### src/hw/rtl/sfr_pkg.sv
// ----------------------------------------------------------------------------
// sfr_pkg
// Shared types and constants for the framed serial receiver with CRC-32.
// ----------------------------------------------------------------------------
package sfr_pkg;

  // Reflected CRC-32 polynomial and the inverted initial value
  localparam logic [31:0] CRC_POLY = 32'hEDB8_8320;
  localparam logic [31:0] CRC_INIT = 32'hFFFF_FFFF;

  // Number of offset bytes that the length of a blob frame counts
  localparam logic [31:0] OFS_BYTES = 32'd4;

  // Result kinds seen on the output channel
  localparam logic [1:0] RES_TEXT = 2'd0;
  localparam logic [1:0] RES_HALF = 2'd1;
  localparam logic [1:0] RES_DONE = 2'd2;

  // Configuration register indexes
  localparam logic [1:0] CFG_STRING = 2'd0;
  localparam logic [1:0] CFG_BINARY = 2'd1;
  localparam logic [1:0] CFG_BOOT   = 2'd2;

  // Parser phases
  typedef enum logic [2:0] {
    PH_TYPE,
    PH_LEN,
    PH_OFS,
    PH_PAY,
    PH_CRC
  } sfr_phase_t;

  // Work handed from the parser to the emitter
  typedef enum logic [1:0] {
    OP_TEXT,
    OP_BYTE,
    OP_DONE
  } sfr_op_kind_t;

  typedef struct packed {
    logic [7:0] string_code;
    logic [7:0] binary_code;
    logic [7:0] boot_code;
  } sfr_cfg_t;

  typedef struct packed {
    sfr_op_kind_t kind;
    logic [7:0]   data;
    logic [31:0]  addr;
    logic [7:0]   frame_type;
    logic         status;
    logic [31:0]  plen;
    logic         misaligned;
    logic         len_short;
  } sfr_op_t;

  // One byte of the reflected CRC-32 update
  function automatic logic [31:0] crc32_byte(input logic [31:0] crc, input logic [7:0] b);
    logic [31:0] c;
    c = crc ^ {24'h0, b};
    for (int k = 0; k < 8; k++) begin
      c = c[0] ? ((c >> 1) ^ CRC_POLY) : (c >> 1);
    end
    return c;
  endfunction

endpackage

### src/hw/rtl/sfr_parser.sv
// ----------------------------------------------------------------------------
// sfr_parser
// Front end: takes received bytes, walks the frame header, keeps the running
// CRC and payload index, and queues one request per byte that has work.
// ----------------------------------------------------------------------------
module sfr_parser (
  input  logic            clk,
  input  logic            rst_n,
  input  sfr_pkg::sfr_cfg_t cfg,
  input  logic            in_valid,
  output logic            in_stall,
  input  logic [7:0]      in_rx_byte,
  input  logic            q_full,
  output logic            q_push,
  output sfr_pkg::sfr_op_t q_op
);
  import sfr_pkg::*;

  sfr_phase_t  phase_r, phase_nxt;
  logic [1:0]  pos_r, pos_nxt;
  logic [7:0]  held_type_r, held_type_nxt;
  logic [31:0] len_r, len_nxt;
  logic [31:0] ofs_r, ofs_nxt;
  logic [31:0] idx_r, idx_nxt;
  logic [31:0] crc_r, crc_nxt;
  logic [31:0] scrc_r, scrc_nxt;

  logic        accept;
  logic        is_blob;
  logic        is_text;
  logic        pos_last;
  logic [31:0] len_shift;
  logic [31:0] ofs_shift;
  logic [31:0] scrc_shift;
  logic [31:0] crc_upd;
  logic [31:0] len_cnt;
  logic [31:0] plen;
  logic [31:0] idx_inc;
  logic        pay_end;

  // Input side stalls only on a full queue
  assign in_stall = q_full;
  assign accept   = in_valid & ~q_full;

  // Frame classification against the live type codes
  assign is_blob = (held_type_r == cfg.binary_code) || (held_type_r == cfg.boot_code);
  assign is_text = (held_type_r == cfg.string_code);

  // Little-endian field capture
  assign len_shift  = {in_rx_byte, len_r[31:8]};
  assign ofs_shift  = {in_rx_byte, ofs_r[31:8]};
  assign scrc_shift = {in_rx_byte, scrc_r[31:8]};
  assign crc_upd    = crc32_byte(crc_r, in_rx_byte);
  assign pos_last   = (pos_r == 2'd3);

  // Payload count: blob lengths include the offset and saturate at zero
  assign len_cnt = (phase_r == PH_LEN) ? len_shift : len_r;
  always_comb begin
    if (!is_blob) begin
      plen = len_cnt;
    end else if (len_cnt < OFS_BYTES) begin
      plen = '0;
    end else begin
      plen = len_cnt - OFS_BYTES;
    end
  end

  assign idx_inc = idx_r + 32'd1;
  assign pay_end = (idx_inc >= plen);

  // Next phase
  always_comb begin
    phase_nxt = phase_r;
    if (accept) begin
      case (phase_r)
        PH_LEN: begin
          if (pos_last) begin
            if (is_blob) begin
              phase_nxt = PH_OFS;
            end else begin
              phase_nxt = (plen == '0) ? PH_CRC : PH_PAY;
            end
          end
        end
        PH_OFS: begin
          if (pos_last) begin
            phase_nxt = (plen == '0) ? PH_CRC : PH_PAY;
          end
        end
        PH_PAY: begin
          if (pay_end) begin
            phase_nxt = PH_CRC;
          end
        end
        PH_CRC: begin
          if (pos_last) begin
            phase_nxt = PH_TYPE;
          end
        end
        default: begin
          phase_nxt = PH_LEN;
        end
      endcase
    end
  end

  // Datapath updates and queued requests
  always_comb begin
    pos_nxt       = pos_r;
    held_type_nxt = held_type_r;
    len_nxt       = len_r;
    ofs_nxt       = ofs_r;
    idx_nxt       = idx_r;
    crc_nxt       = crc_r;
    scrc_nxt      = scrc_r;
    q_push        = 1'b0;
    q_op          = '0;
    q_op.frame_type = held_type_r;
    q_op.data       = in_rx_byte;
    if (accept) begin
      case (phase_r)
        PH_LEN: begin
          len_nxt = len_shift;
          pos_nxt = pos_r + 2'd1;
          if (pos_last) begin
            ofs_nxt = '0;
            idx_nxt = '0;
          end
        end
        PH_OFS: begin
          crc_nxt = crc_upd;
          ofs_nxt = ofs_shift;
          pos_nxt = pos_r + 2'd1;
          if (pos_last) begin
            idx_nxt = '0;
          end
        end
        PH_PAY: begin
          crc_nxt = crc_upd;
          idx_nxt = idx_inc;
          if (pay_end) begin
            pos_nxt = '0;
          end
          // text check wins when codes overlap
          if (is_text) begin
            q_push     = 1'b1;
            q_op.kind  = OP_TEXT;
          end else if (is_blob) begin
            q_push     = 1'b1;
            q_op.kind  = OP_BYTE;
            q_op.addr  = ofs_r + idx_r;
          end
        end
        PH_CRC: begin
          scrc_nxt = scrc_shift;
          pos_nxt  = pos_r + 2'd1;
          if (pos_last) begin
            q_push          = 1'b1;
            q_op.kind       = OP_DONE;
            q_op.data       = '0;
            q_op.status     = (scrc_shift != ~crc_r);
            q_op.plen       = plen;
            q_op.misaligned = is_blob & (len_r[0] | ofs_r[0]);
            q_op.len_short  = is_blob & (len_r < OFS_BYTES);
          end
        end
        default: begin
          held_type_nxt = in_rx_byte;
          len_nxt       = '0;
          ofs_nxt       = '0;
          idx_nxt       = '0;
          scrc_nxt      = '0;
          crc_nxt       = CRC_INIT;
          pos_nxt       = '0;
        end
      endcase
    end
  end

  always_ff @(posedge clk) begin
    if (!rst_n) begin
      phase_r     <= PH_TYPE;
      pos_r       <= '0;
      held_type_r <= '0;
      len_r       <= '0;
      ofs_r       <= '0;
      idx_r       <= '0;
      crc_r       <= CRC_INIT;
      scrc_r      <= '0;
    end else begin
      phase_r     <= phase_nxt;
      pos_r       <= pos_nxt;
      held_type_r <= held_type_nxt;
      len_r       <= len_nxt;
      ofs_r       <= ofs_nxt;
      idx_r       <= idx_nxt;
      crc_r       <= crc_nxt;
      scrc_r      <= scrc_nxt;
    end
  end

endmodule

### src/hw/rtl/sfr_fifo.sv
// ----------------------------------------------------------------------------
// sfr_fifo
// Short request queue between the parser and the emitter.
// ----------------------------------------------------------------------------
module sfr_fifo #(
  parameter int unsigned DEPTH = 2
) (
  input  logic             clk,
  input  logic             rst_n,
  input  logic             wr_en,
  input  sfr_pkg::sfr_op_t wr_data,
  output logic             full,
  input  logic             rd_en,
  output logic             rd_valid,
  output sfr_pkg::sfr_op_t rd_data
);
  import sfr_pkg::*;

  localparam int unsigned PTR_W = (DEPTH > 1) ? $clog2(DEPTH) : 1;
  localparam int unsigned CNT_W = $clog2(DEPTH + 1);
  localparam logic [PTR_W-1:0] PTR_LAST = PTR_W'(DEPTH - 1);
  localparam logic [CNT_W-1:0] CNT_FULL = CNT_W'(DEPTH);

  sfr_op_t          slot_r [DEPTH];
  logic [PTR_W-1:0] wr_ptr_r, wr_ptr_nxt;
  logic [PTR_W-1:0] rd_ptr_r, rd_ptr_nxt;
  logic [CNT_W-1:0] count_r, count_nxt;

  assign full     = (count_r == CNT_FULL);
  assign rd_valid = (count_r != '0);
  assign rd_data  = slot_r[rd_ptr_r];

  // Pointer wrap and occupancy
  always_comb begin
    wr_ptr_nxt = wr_ptr_r;
    rd_ptr_nxt = rd_ptr_r;
    count_nxt  = count_r;
    if (wr_en) begin
      wr_ptr_nxt = (wr_ptr_r == PTR_LAST) ? '0 : wr_ptr_r + 1'b1;
    end
    if (rd_en) begin
      rd_ptr_nxt = (rd_ptr_r == PTR_LAST) ? '0 : rd_ptr_r + 1'b1;
    end
    if (wr_en && !rd_en) begin
      count_nxt = count_r + 1'b1;
    end else if (!wr_en && rd_en) begin
      count_nxt = count_r - 1'b1;
    end
  end

  always_ff @(posedge clk) begin
    if (!rst_n) begin
      wr_ptr_r <= '0;
      rd_ptr_r <= '0;
      count_r  <= '0;
    end else begin
      wr_ptr_r <= wr_ptr_nxt;
      rd_ptr_r <= rd_ptr_nxt;
      count_r  <= count_nxt;
    end
  end

  // Storage, no reset needed
  always_ff @(posedge clk) begin
    if (wr_en) begin
      slot_r[wr_ptr_r] <= wr_data;
    end
  end

  // Checks
  a_no_overflow: assert property (@(posedge clk) disable iff (!rst_n)
    wr_en |-> !full)
    else $error("request queue written while full");

  a_no_underflow: assert property (@(posedge clk) disable iff (!rst_n)
    rd_en |-> rd_valid)
    else $error("request queue read while empty");

  a_count_bound: assert property (@(posedge clk) disable iff (!rst_n)
    count_r <= CNT_FULL)
    else $error("request queue count beyond depth");

  a_count_up: assert property (@(posedge clk) disable iff (!rst_n)
    (wr_en && !rd_en) |=> (count_r == $past(count_r) + 1'b1))
    else $error("request queue count did not follow a write");

  a_count_down: assert property (@(posedge clk) disable iff (!rst_n)
    (!wr_en && rd_en) |=> (count_r == $past(count_r) - 1'b1))
    else $error("request queue count did not follow a read");

endmodule

### src/hw/rtl/sfr_emitter.sv
// ----------------------------------------------------------------------------
// sfr_emitter
// Back end: drains queued requests, pairs blob bytes into halfword writes
// and holds each result in an output register until it is taken.
// ----------------------------------------------------------------------------
module sfr_emitter (
  input  logic             clk,
  input  logic             rst_n,
  input  logic             q_valid,
  input  sfr_pkg::sfr_op_t q_op,
  output logic             q_pop,
  output logic             out_valid,
  input  logic             out_stall,
  output logic [1:0]       out_result_kind,
  output logic [15:0]      out_data_value,
  output logic [31:0]      out_write_address,
  output logic [7:0]       out_frame_type,
  output logic             out_frame_status,
  output logic [31:0]      out_payload_length,
  output logic             out_misaligned,
  output logic             out_length_short
);
  import sfr_pkg::*;

  logic        valid_r, valid_nxt;
  logic [7:0]  low_r, low_nxt;
  logic [1:0]  kind_r, kind_nxt;
  logic [15:0] data_r, data_nxt;
  logic [31:0] addr_r, addr_nxt;
  logic [7:0]  type_r, type_nxt;
  logic        status_r, status_nxt;
  logic [31:0] plen_r, plen_nxt;
  logic        mis_r, mis_nxt;
  logic        short_r, short_nxt;

  logic can_load;
  logic emits;

  // Output register is free when empty or being taken this cycle
  assign can_load = ~valid_r | ~out_stall;
  assign q_pop    = q_valid & can_load;

  // Build the result for the request at the queue head
  always_comb begin
    emits      = 1'b0;
    low_nxt    = low_r;
    kind_nxt   = kind_r;
    data_nxt   = data_r;
    addr_nxt   = addr_r;
    type_nxt   = type_r;
    status_nxt = status_r;
    plen_nxt   = plen_r;
    mis_nxt    = mis_r;
    short_nxt  = short_r;
    if (q_pop) begin
      type_nxt   = q_op.frame_type;
      status_nxt = 1'b0;
      plen_nxt   = '0;
      mis_nxt    = 1'b0;
      short_nxt  = 1'b0;
      addr_nxt   = '0;
      case (q_op.kind)
        OP_TEXT: begin
          emits    = 1'b1;
          kind_nxt = RES_TEXT;
          data_nxt = {8'h00, q_op.data};
        end
        OP_BYTE: begin
          // odd address closes a pair, even address is held
          if (q_op.addr[0]) begin
            emits    = 1'b1;
            kind_nxt = RES_HALF;
            data_nxt = {q_op.data, low_r};
            addr_nxt = {q_op.addr[31:1], 1'b0};
          end else begin
            low_nxt = q_op.data;
          end
        end
        OP_DONE: begin
          emits      = 1'b1;
          kind_nxt   = RES_DONE;
          data_nxt   = '0;
          status_nxt = q_op.status;
          plen_nxt   = q_op.plen;
          mis_nxt    = q_op.misaligned;
          short_nxt  = q_op.len_short;
        end
        default: begin
          emits = 1'b0;
        end
      endcase
    end
    valid_nxt = can_load ? (q_pop & emits) : valid_r;
  end

  always_ff @(posedge clk) begin
    if (!rst_n) begin
      valid_r <= 1'b0;
      low_r   <= '0;
    end else begin
      valid_r <= valid_nxt;
      low_r   <= low_nxt;
    end
  end

  // Result payload, loaded only when a result is produced
  always_ff @(posedge clk) begin
    if (q_pop && emits) begin
      kind_r   <= kind_nxt;
      data_r   <= data_nxt;
      addr_r   <= addr_nxt;
      type_r   <= type_nxt;
      status_r <= status_nxt;
      plen_r   <= plen_nxt;
      mis_r    <= mis_nxt;
      short_r  <= short_nxt;
    end
  end

  assign out_valid          = valid_r;
  assign out_result_kind    = kind_r;
  assign out_data_value     = data_r;
  assign out_write_address  = addr_r;
  assign out_frame_type     = type_r;
  assign out_frame_status   = status_r;
  assign out_payload_length = plen_r;
  assign out_misaligned     = mis_r;
  assign out_length_short   = short_r;

endmodule

### src/hw/rtl/serial_frame_receiver_crc32.sv
// ----------------------------------------------------------------------------
// serial_frame_receiver_crc32
// Framed serial receiver with a running CRC-32 over offset and payload bytes.
// ----------------------------------------------------------------------------
// Takes one received byte per request and parses frames of a type byte, a
// little-endian length, an offset for the two blob types, the payload and a
// 4-byte CRC. Text payload bytes come out one per request, blob bytes come out
// as halfword writes at even addresses, and the last CRC byte gives a frame
// complete result with status and length. A byte is taken every clock cycle
// unless the input stalls; the rate is set by the byte-wide CRC update in the
// parser. A result is written to the request queue at the edge that takes the
// byte causing it, then into the output register once that register is free.
// The input stalls only when the request queue is full, which happens when a
// result is held in the output register and FIFO_DEPTH more requests wait
// behind it.
// Type codes may be rewritten at any time the block is idle.
module serial_frame_receiver_crc32 #(
  parameter int unsigned FIFO_DEPTH = 2
) (
  input  logic        clk,
  input  logic        rst_n,
  input  logic        in_valid,
  output logic        in_stall,
  input  logic [7:0]  in_rx_byte,
  output logic        out_valid,
  input  logic        out_stall,
  output logic [1:0]  out_result_kind,
  output logic [15:0] out_data_value,
  output logic [31:0] out_write_address,
  output logic [7:0]  out_frame_type,
  output logic        out_frame_status,
  output logic [31:0] out_payload_length,
  output logic        out_misaligned,
  output logic        out_length_short,
  input  logic        cfg_we,
  input  logic [1:0]  cfg_idx,
  input  logic [7:0]  cfg_wdata
);
  import sfr_pkg::*;

  sfr_cfg_t cfg_r, cfg_nxt;
  sfr_op_t  push_op;
  sfr_op_t  head_op;
  logic     push;
  logic     q_full;
  logic     q_valid;
  logic     q_pop;

  // Type code registers
  always_comb begin
    cfg_nxt = cfg_r;
    if (cfg_we) begin
      case (cfg_idx)
        CFG_STRING: cfg_nxt.string_code = cfg_wdata;
        CFG_BINARY: cfg_nxt.binary_code = cfg_wdata;
        CFG_BOOT:   cfg_nxt.boot_code   = cfg_wdata;
        default:    cfg_nxt = cfg_r;
      endcase
    end
  end

  always_ff @(posedge clk) begin
    if (!rst_n) begin
      cfg_r.string_code <= 8'd1;
      cfg_r.binary_code <= 8'd2;
      cfg_r.boot_code   <= 8'd3;
    end else begin
      cfg_r <= cfg_nxt;
    end
  end

  // Front: header walk, CRC, classification
  sfr_parser u_parser (
    .clk        (clk),
    .rst_n      (rst_n),
    .cfg        (cfg_r),
    .in_valid   (in_valid),
    .in_stall   (in_stall),
    .in_rx_byte (in_rx_byte),
    .q_full     (q_full),
    .q_push     (push),
    .q_op       (push_op)
  );

  // Request queue
  sfr_fifo #(
    .DEPTH (FIFO_DEPTH)
  ) u_fifo (
    .clk      (clk),
    .rst_n    (rst_n),
    .wr_en    (push),
    .wr_data  (push_op),
    .full     (q_full),
    .rd_en    (q_pop),
    .rd_valid (q_valid),
    .rd_data  (head_op)
  );

  // Back: pairing and result register
  sfr_emitter u_emitter (
    .clk                (clk),
    .rst_n              (rst_n),
    .q_valid            (q_valid),
    .q_op               (head_op),
    .q_pop              (q_pop),
    .out_valid          (out_valid),
    .out_stall          (out_stall),
    .out_result_kind    (out_result_kind),
    .out_data_value     (out_data_value),
    .out_write_address  (out_write_address),
    .out_frame_type     (out_frame_type),
    .out_frame_status   (out_frame_status),
    .out_payload_length (out_payload_length),
    .out_misaligned     (out_misaligned),
    .out_length_short   (out_length_short)
  );

endmodule
### config.mk
export PLATFORM = sky130hd
export DESIGN_NAME = serial_frame_receiver_crc32
export DESIGN_NICKNAME = d
export VERILOG_FILES = /design/src/hw/rtl/sfr_pkg.sv /design/src/hw/rtl/sfr_parser.sv /design/src/hw/rtl/sfr_fifo.sv /design/src/hw/rtl/sfr_emitter.sv /design/src/hw/rtl/serial_frame_receiver_crc32.sv
export SDC_FILE = /design/constraint.sdc
export NUM_CORES = 1
export LEC_CHECK = 0
export BUFFER_PORTS_ARGS = -buffer_cell sky130_fd_sc_hd__clkbuf_2
export CAP_MARGIN = 20
export CORE_ASPECT_RATIO = 1.1
export CORE_MARGIN = 1.5
export CORE_UTILIZATION = 55
export CTS_CLUSTER_DIAMETER = 30
export DETAILED_ROUTE_END_ITERATION = 8
export HOLD_SLACK_MARGIN = 0.12
export PLACE_DENSITY_LB_ADDON = 0.05
export SLEW_MARGIN = 25
export SYNTH_ARGS = -nofsm -noshare
export SYNTH_HDL_FRONTEND = slang
export SYNTH_HIERARCHICAL = 1
export SYNTH_SLANG_ARGS = --single-unit
### constraint.sdc
create_clock -name clk -period 7.2 [get_ports clk]
set_clock_uncertainty 0.1 [all_clocks]
set_input_delay 1.44 -clock clk [delete_from_list [all_inputs] [get_ports clk]]
set_output_delay 1.44 -clock clk [all_outputs]
set_load 0.02 [all_outputs]
==> qor.yml <==
status: "complete, no violations"
syn_avg_cell_area_um2: 10.2
final_cells: 3029
netlist_top_cells_count: "edfxtp_1 (262), nand2_1 (259), dfxtp_1 (203)"
antenna_found_initial: 0
coreArea_um2: 42200
wl_per_cell_um: 19.1
multi_input_area_um2: 10800
yosysWarnings: 6
vdd_drop_max_v: 0.000233
start_util_pct: 55.6
p_seq_share_pct: 31.9
fmax_ghz: 0.180
root_buffer: "clkbuf_16"
finalSetupViolCount: 0
synth-seq-cells: 465
grt_max_degree: 86
io_buffer_count: 116
diodes: 0
synth_edf_count: 262
die_h_um: 220
clkTransAtPathRegs_ns: 0.05
cts_tree: "yes"
drive_gt1_share_pct: 15.6
drcViolationCount: 0
syn_inst: 2299
finalCritPeriodShare_pct: 77.1
swShare_pct: 32.1
r2r_start: "u_parser/phase_r[0]"
io_pins: 118
ys_seq_area_share_pct: 50.8
crit_path_end: "u_parser/phase_r[2]"
worst_pin_slew_ns: 1.05
clock_sinks: 465
postCtsSetupBuffers: 0
drt_first_iter_violations: 1150
hold_viol: 0
final_antenna_net_count: 0
synth_top_area_share_pct: 33.5
ctsResizeCount: 0
grt_pass1_wl_um: 91900
hpwlAfterDp_um: 38900
fin_nets: 2477
rows: 79
clockBufferDepth: 3
rsz0062_at_grt: "false"
h-tree-depth: 3
p_comb_share_pct: 24.6
vias: 17500
synthFlopType: "edfxtp_1"
endpoint_kind: "flip-flop"
fillers: 3399
syn_nets: 2393
rr_worst_depth: 20
crit_required_ns: 7.56
finalCriticalPeriod_ns: 5.55
clkPwrFrac_pct: 43.5
synth.distinct_cells: 87
grt_pass1_vias: 17000
power_density_nw_per_um2: 359
async_reset_ff_share_pct: 0
regArea_um2: 11900
rrSetupSlack_ns: 1.65
cp-startpoint: "u_parser/phase_r[0]"
gr-total-overflow: 0
min_path_type: "flip-flop to flip-flop"
die_w_um: 200
total_leakage_power_nw: 10.4
first_pass_iters: 5
syn_to_final_growth_pct: 17.6
ys_top_cells_by_area: "edfxtp_1 (33%), dfxtp_1 (17%), xnor2_1 (4.7%)"
vias_per_cell: 5.77
dpl.cell_count: 2856
criticalPathCategory: "flip-flop to flip-flop"
track_usage_pct: 26.7
fin_tns_setup_ns: 0
cp.arrival_ns: 5.91
synth_top_cell_by_area: "edfxtp_1"
power_w: 0.00992
synth_most_common_cell: "edfxtp_1"
critPathMaxFanout: 43
slew_viol_final: 0
intPower_w: 0.00673
wl_um: 58000
slew-limit-headroom_pct: 30.0
syn_area_um2: 23500
netSwitchingPower_w: 0.00319
clock_latency_ns: 0.63
gp_congestion: 0.908
max_cap_violations: 0
cts_buffers: 92
r2r_end: "u_parser/phase_r[2]"
dieArea_um2: 44000
postCtsHoldBufs: 0
start_kind: "flip-flop"
==> worst max-delay path, cell delays in order (launching register included) <==
cell      delay [ns]
dfxtp_1         0.53
nor3b_2         0.25
buf_4           0.46
buf_4           0.55
nand3_1         0.13
a22oi_1         0.38
nand3b_1        0.18
xor2_1          0.17
mux2i_1         0.34
nand2_1         0.11
ha_1            0.34
a21o_1          0.16
a21o_1          0.17
a21oi_1         0.16
o221ai_1        0.15
a22oi_1         0.20
o21ai_1         0.13
a21oi_2         0.36
nor3_1          0.10
a41oi_1         0.29
o41ai_2         0.10
==> worst min path at each step <==
stage,from,slack [ns],depth (start not counted),to
2_1_floorplan,u_emitter/low_r[0],0.33,2,u_emitter/low_r[0]
3_3_place_gp,u_emitter/low_r[3],0.34,2,u_emitter/low_r[3]
3_5_place_dp,u_emitter/low_r[2],0.35,2,u_emitter/low_r[2]
4_1_cts,u_emitter/low_r[2],0.36,2,u_emitter/low_r[2]
5_1_grt,u_emitter/low_r[7],0.38,2,u_emitter/low_r[7]
6_report,u_parser/scrc_r[14],0.36,2,u_parser/scrc_r[14]
==> power groups by stage <==
stage          clock network [W]  registers (W)  logic [W]
2_1_floorplan                  0        0.00325    0.00177
3_3_place_gp                   0        0.00321    0.00237
3_5_place_dp                   0        0.00321    0.00239
4_1_cts                  0.00437        0.00317    0.00241
5_1_grt                  0.00451        0.00319    0.00266
6_report                 0.00432        0.00317    0.00244
==> layout by cell type (no fill, tap or decap), types with 11 or more instances in the layout <==
master	count
nor2b_1	19
nand4_1	34
xnor2_1	127
clkbuf_2	116
nand2_1	258
mux2_2	36
and3_1	48
or3_1	11
and2_1	62
nor3_1	38
mux2_1	50
o21ai_0	46
o22ai_1	28
inv_6	11
ha_1	70
dfxtp_1	202
nand3_1	140
mux2i_1	55
clkinv_2	11
inv_1	33
a21o_1	29
clkbuf_1	12
edfxtp_1	262
clkbuf_16	94
a22oi_1	16
nand2b_1	25
xor2_1	80
a21oi_1	167
nor4_1	12
nor2_1	151
buf_4	24
==> layer usage <==
layer / share of wire (%) / routed length (µm) / track usage [%] / vias to the layer above
li1: - / - / - / 8394
met4: 3.3 / 1920 / 12.0 / 0
met5: 0 / 0 / 0 / -
met1: 43 / 25000 / 34.1 / 8458
met2: 49 / 28300 / 44.9 / 508
met3: 4.6 / 2670 / 3.96 / 116
==> per-stage QoR <==
stage               setup WS (ns)  utilization [%]  cell area [µm²]  hold slack, ns
floorplan                   0.128                -            23500           0.335
global placement             1.56             57.8            24400           0.344
detailed placement           1.41             57.8            24400           0.347
CTS                          1.75             65.4            27600           0.360
global route                 1.18             65.4            27600           0.377
finish                       1.65             65.4            27600           0.363
==> sequential cells by signal, indices dropped and copies added (netlist names), 31 cells and up, named ones only <==
| name | cells |
|---|---|
| u_parser/crc_r | 32 |
| u_parser/len_r | 32 |
| u_parser/ofs_r | 32 |
| u_emitter/out_payload_length | 32 |
| u_emitter/out_write_address | 31 |
| u_parser/idx_r | 32 |
| u_fifo/slot_r | 170 |
==> cells by family after synthesis <==
group	share of synthesized area [%]
and+or+nand+nor	17.8
DFF	50.8
AOI/OAI and AO/OA	9.80
xor gates and xnor gates	7.79
buffers and inverters	3.47
muxes	6.47
adders and majority gates	3.81
other	0.0160
==> area by class of cell <==
cell class / count / area share, %
sequential: 465 / 43.2
multi-input combinational: 1647 / 39.2
clock buffer: 109 / 8.83
timing repair buffer: 143 / 2.97
clock inverter: 64 / 2.77
tap: 567 / 2.57
inverter: 34 / 0.467
No activity file was read; power rests on OpenSTA's default activity.
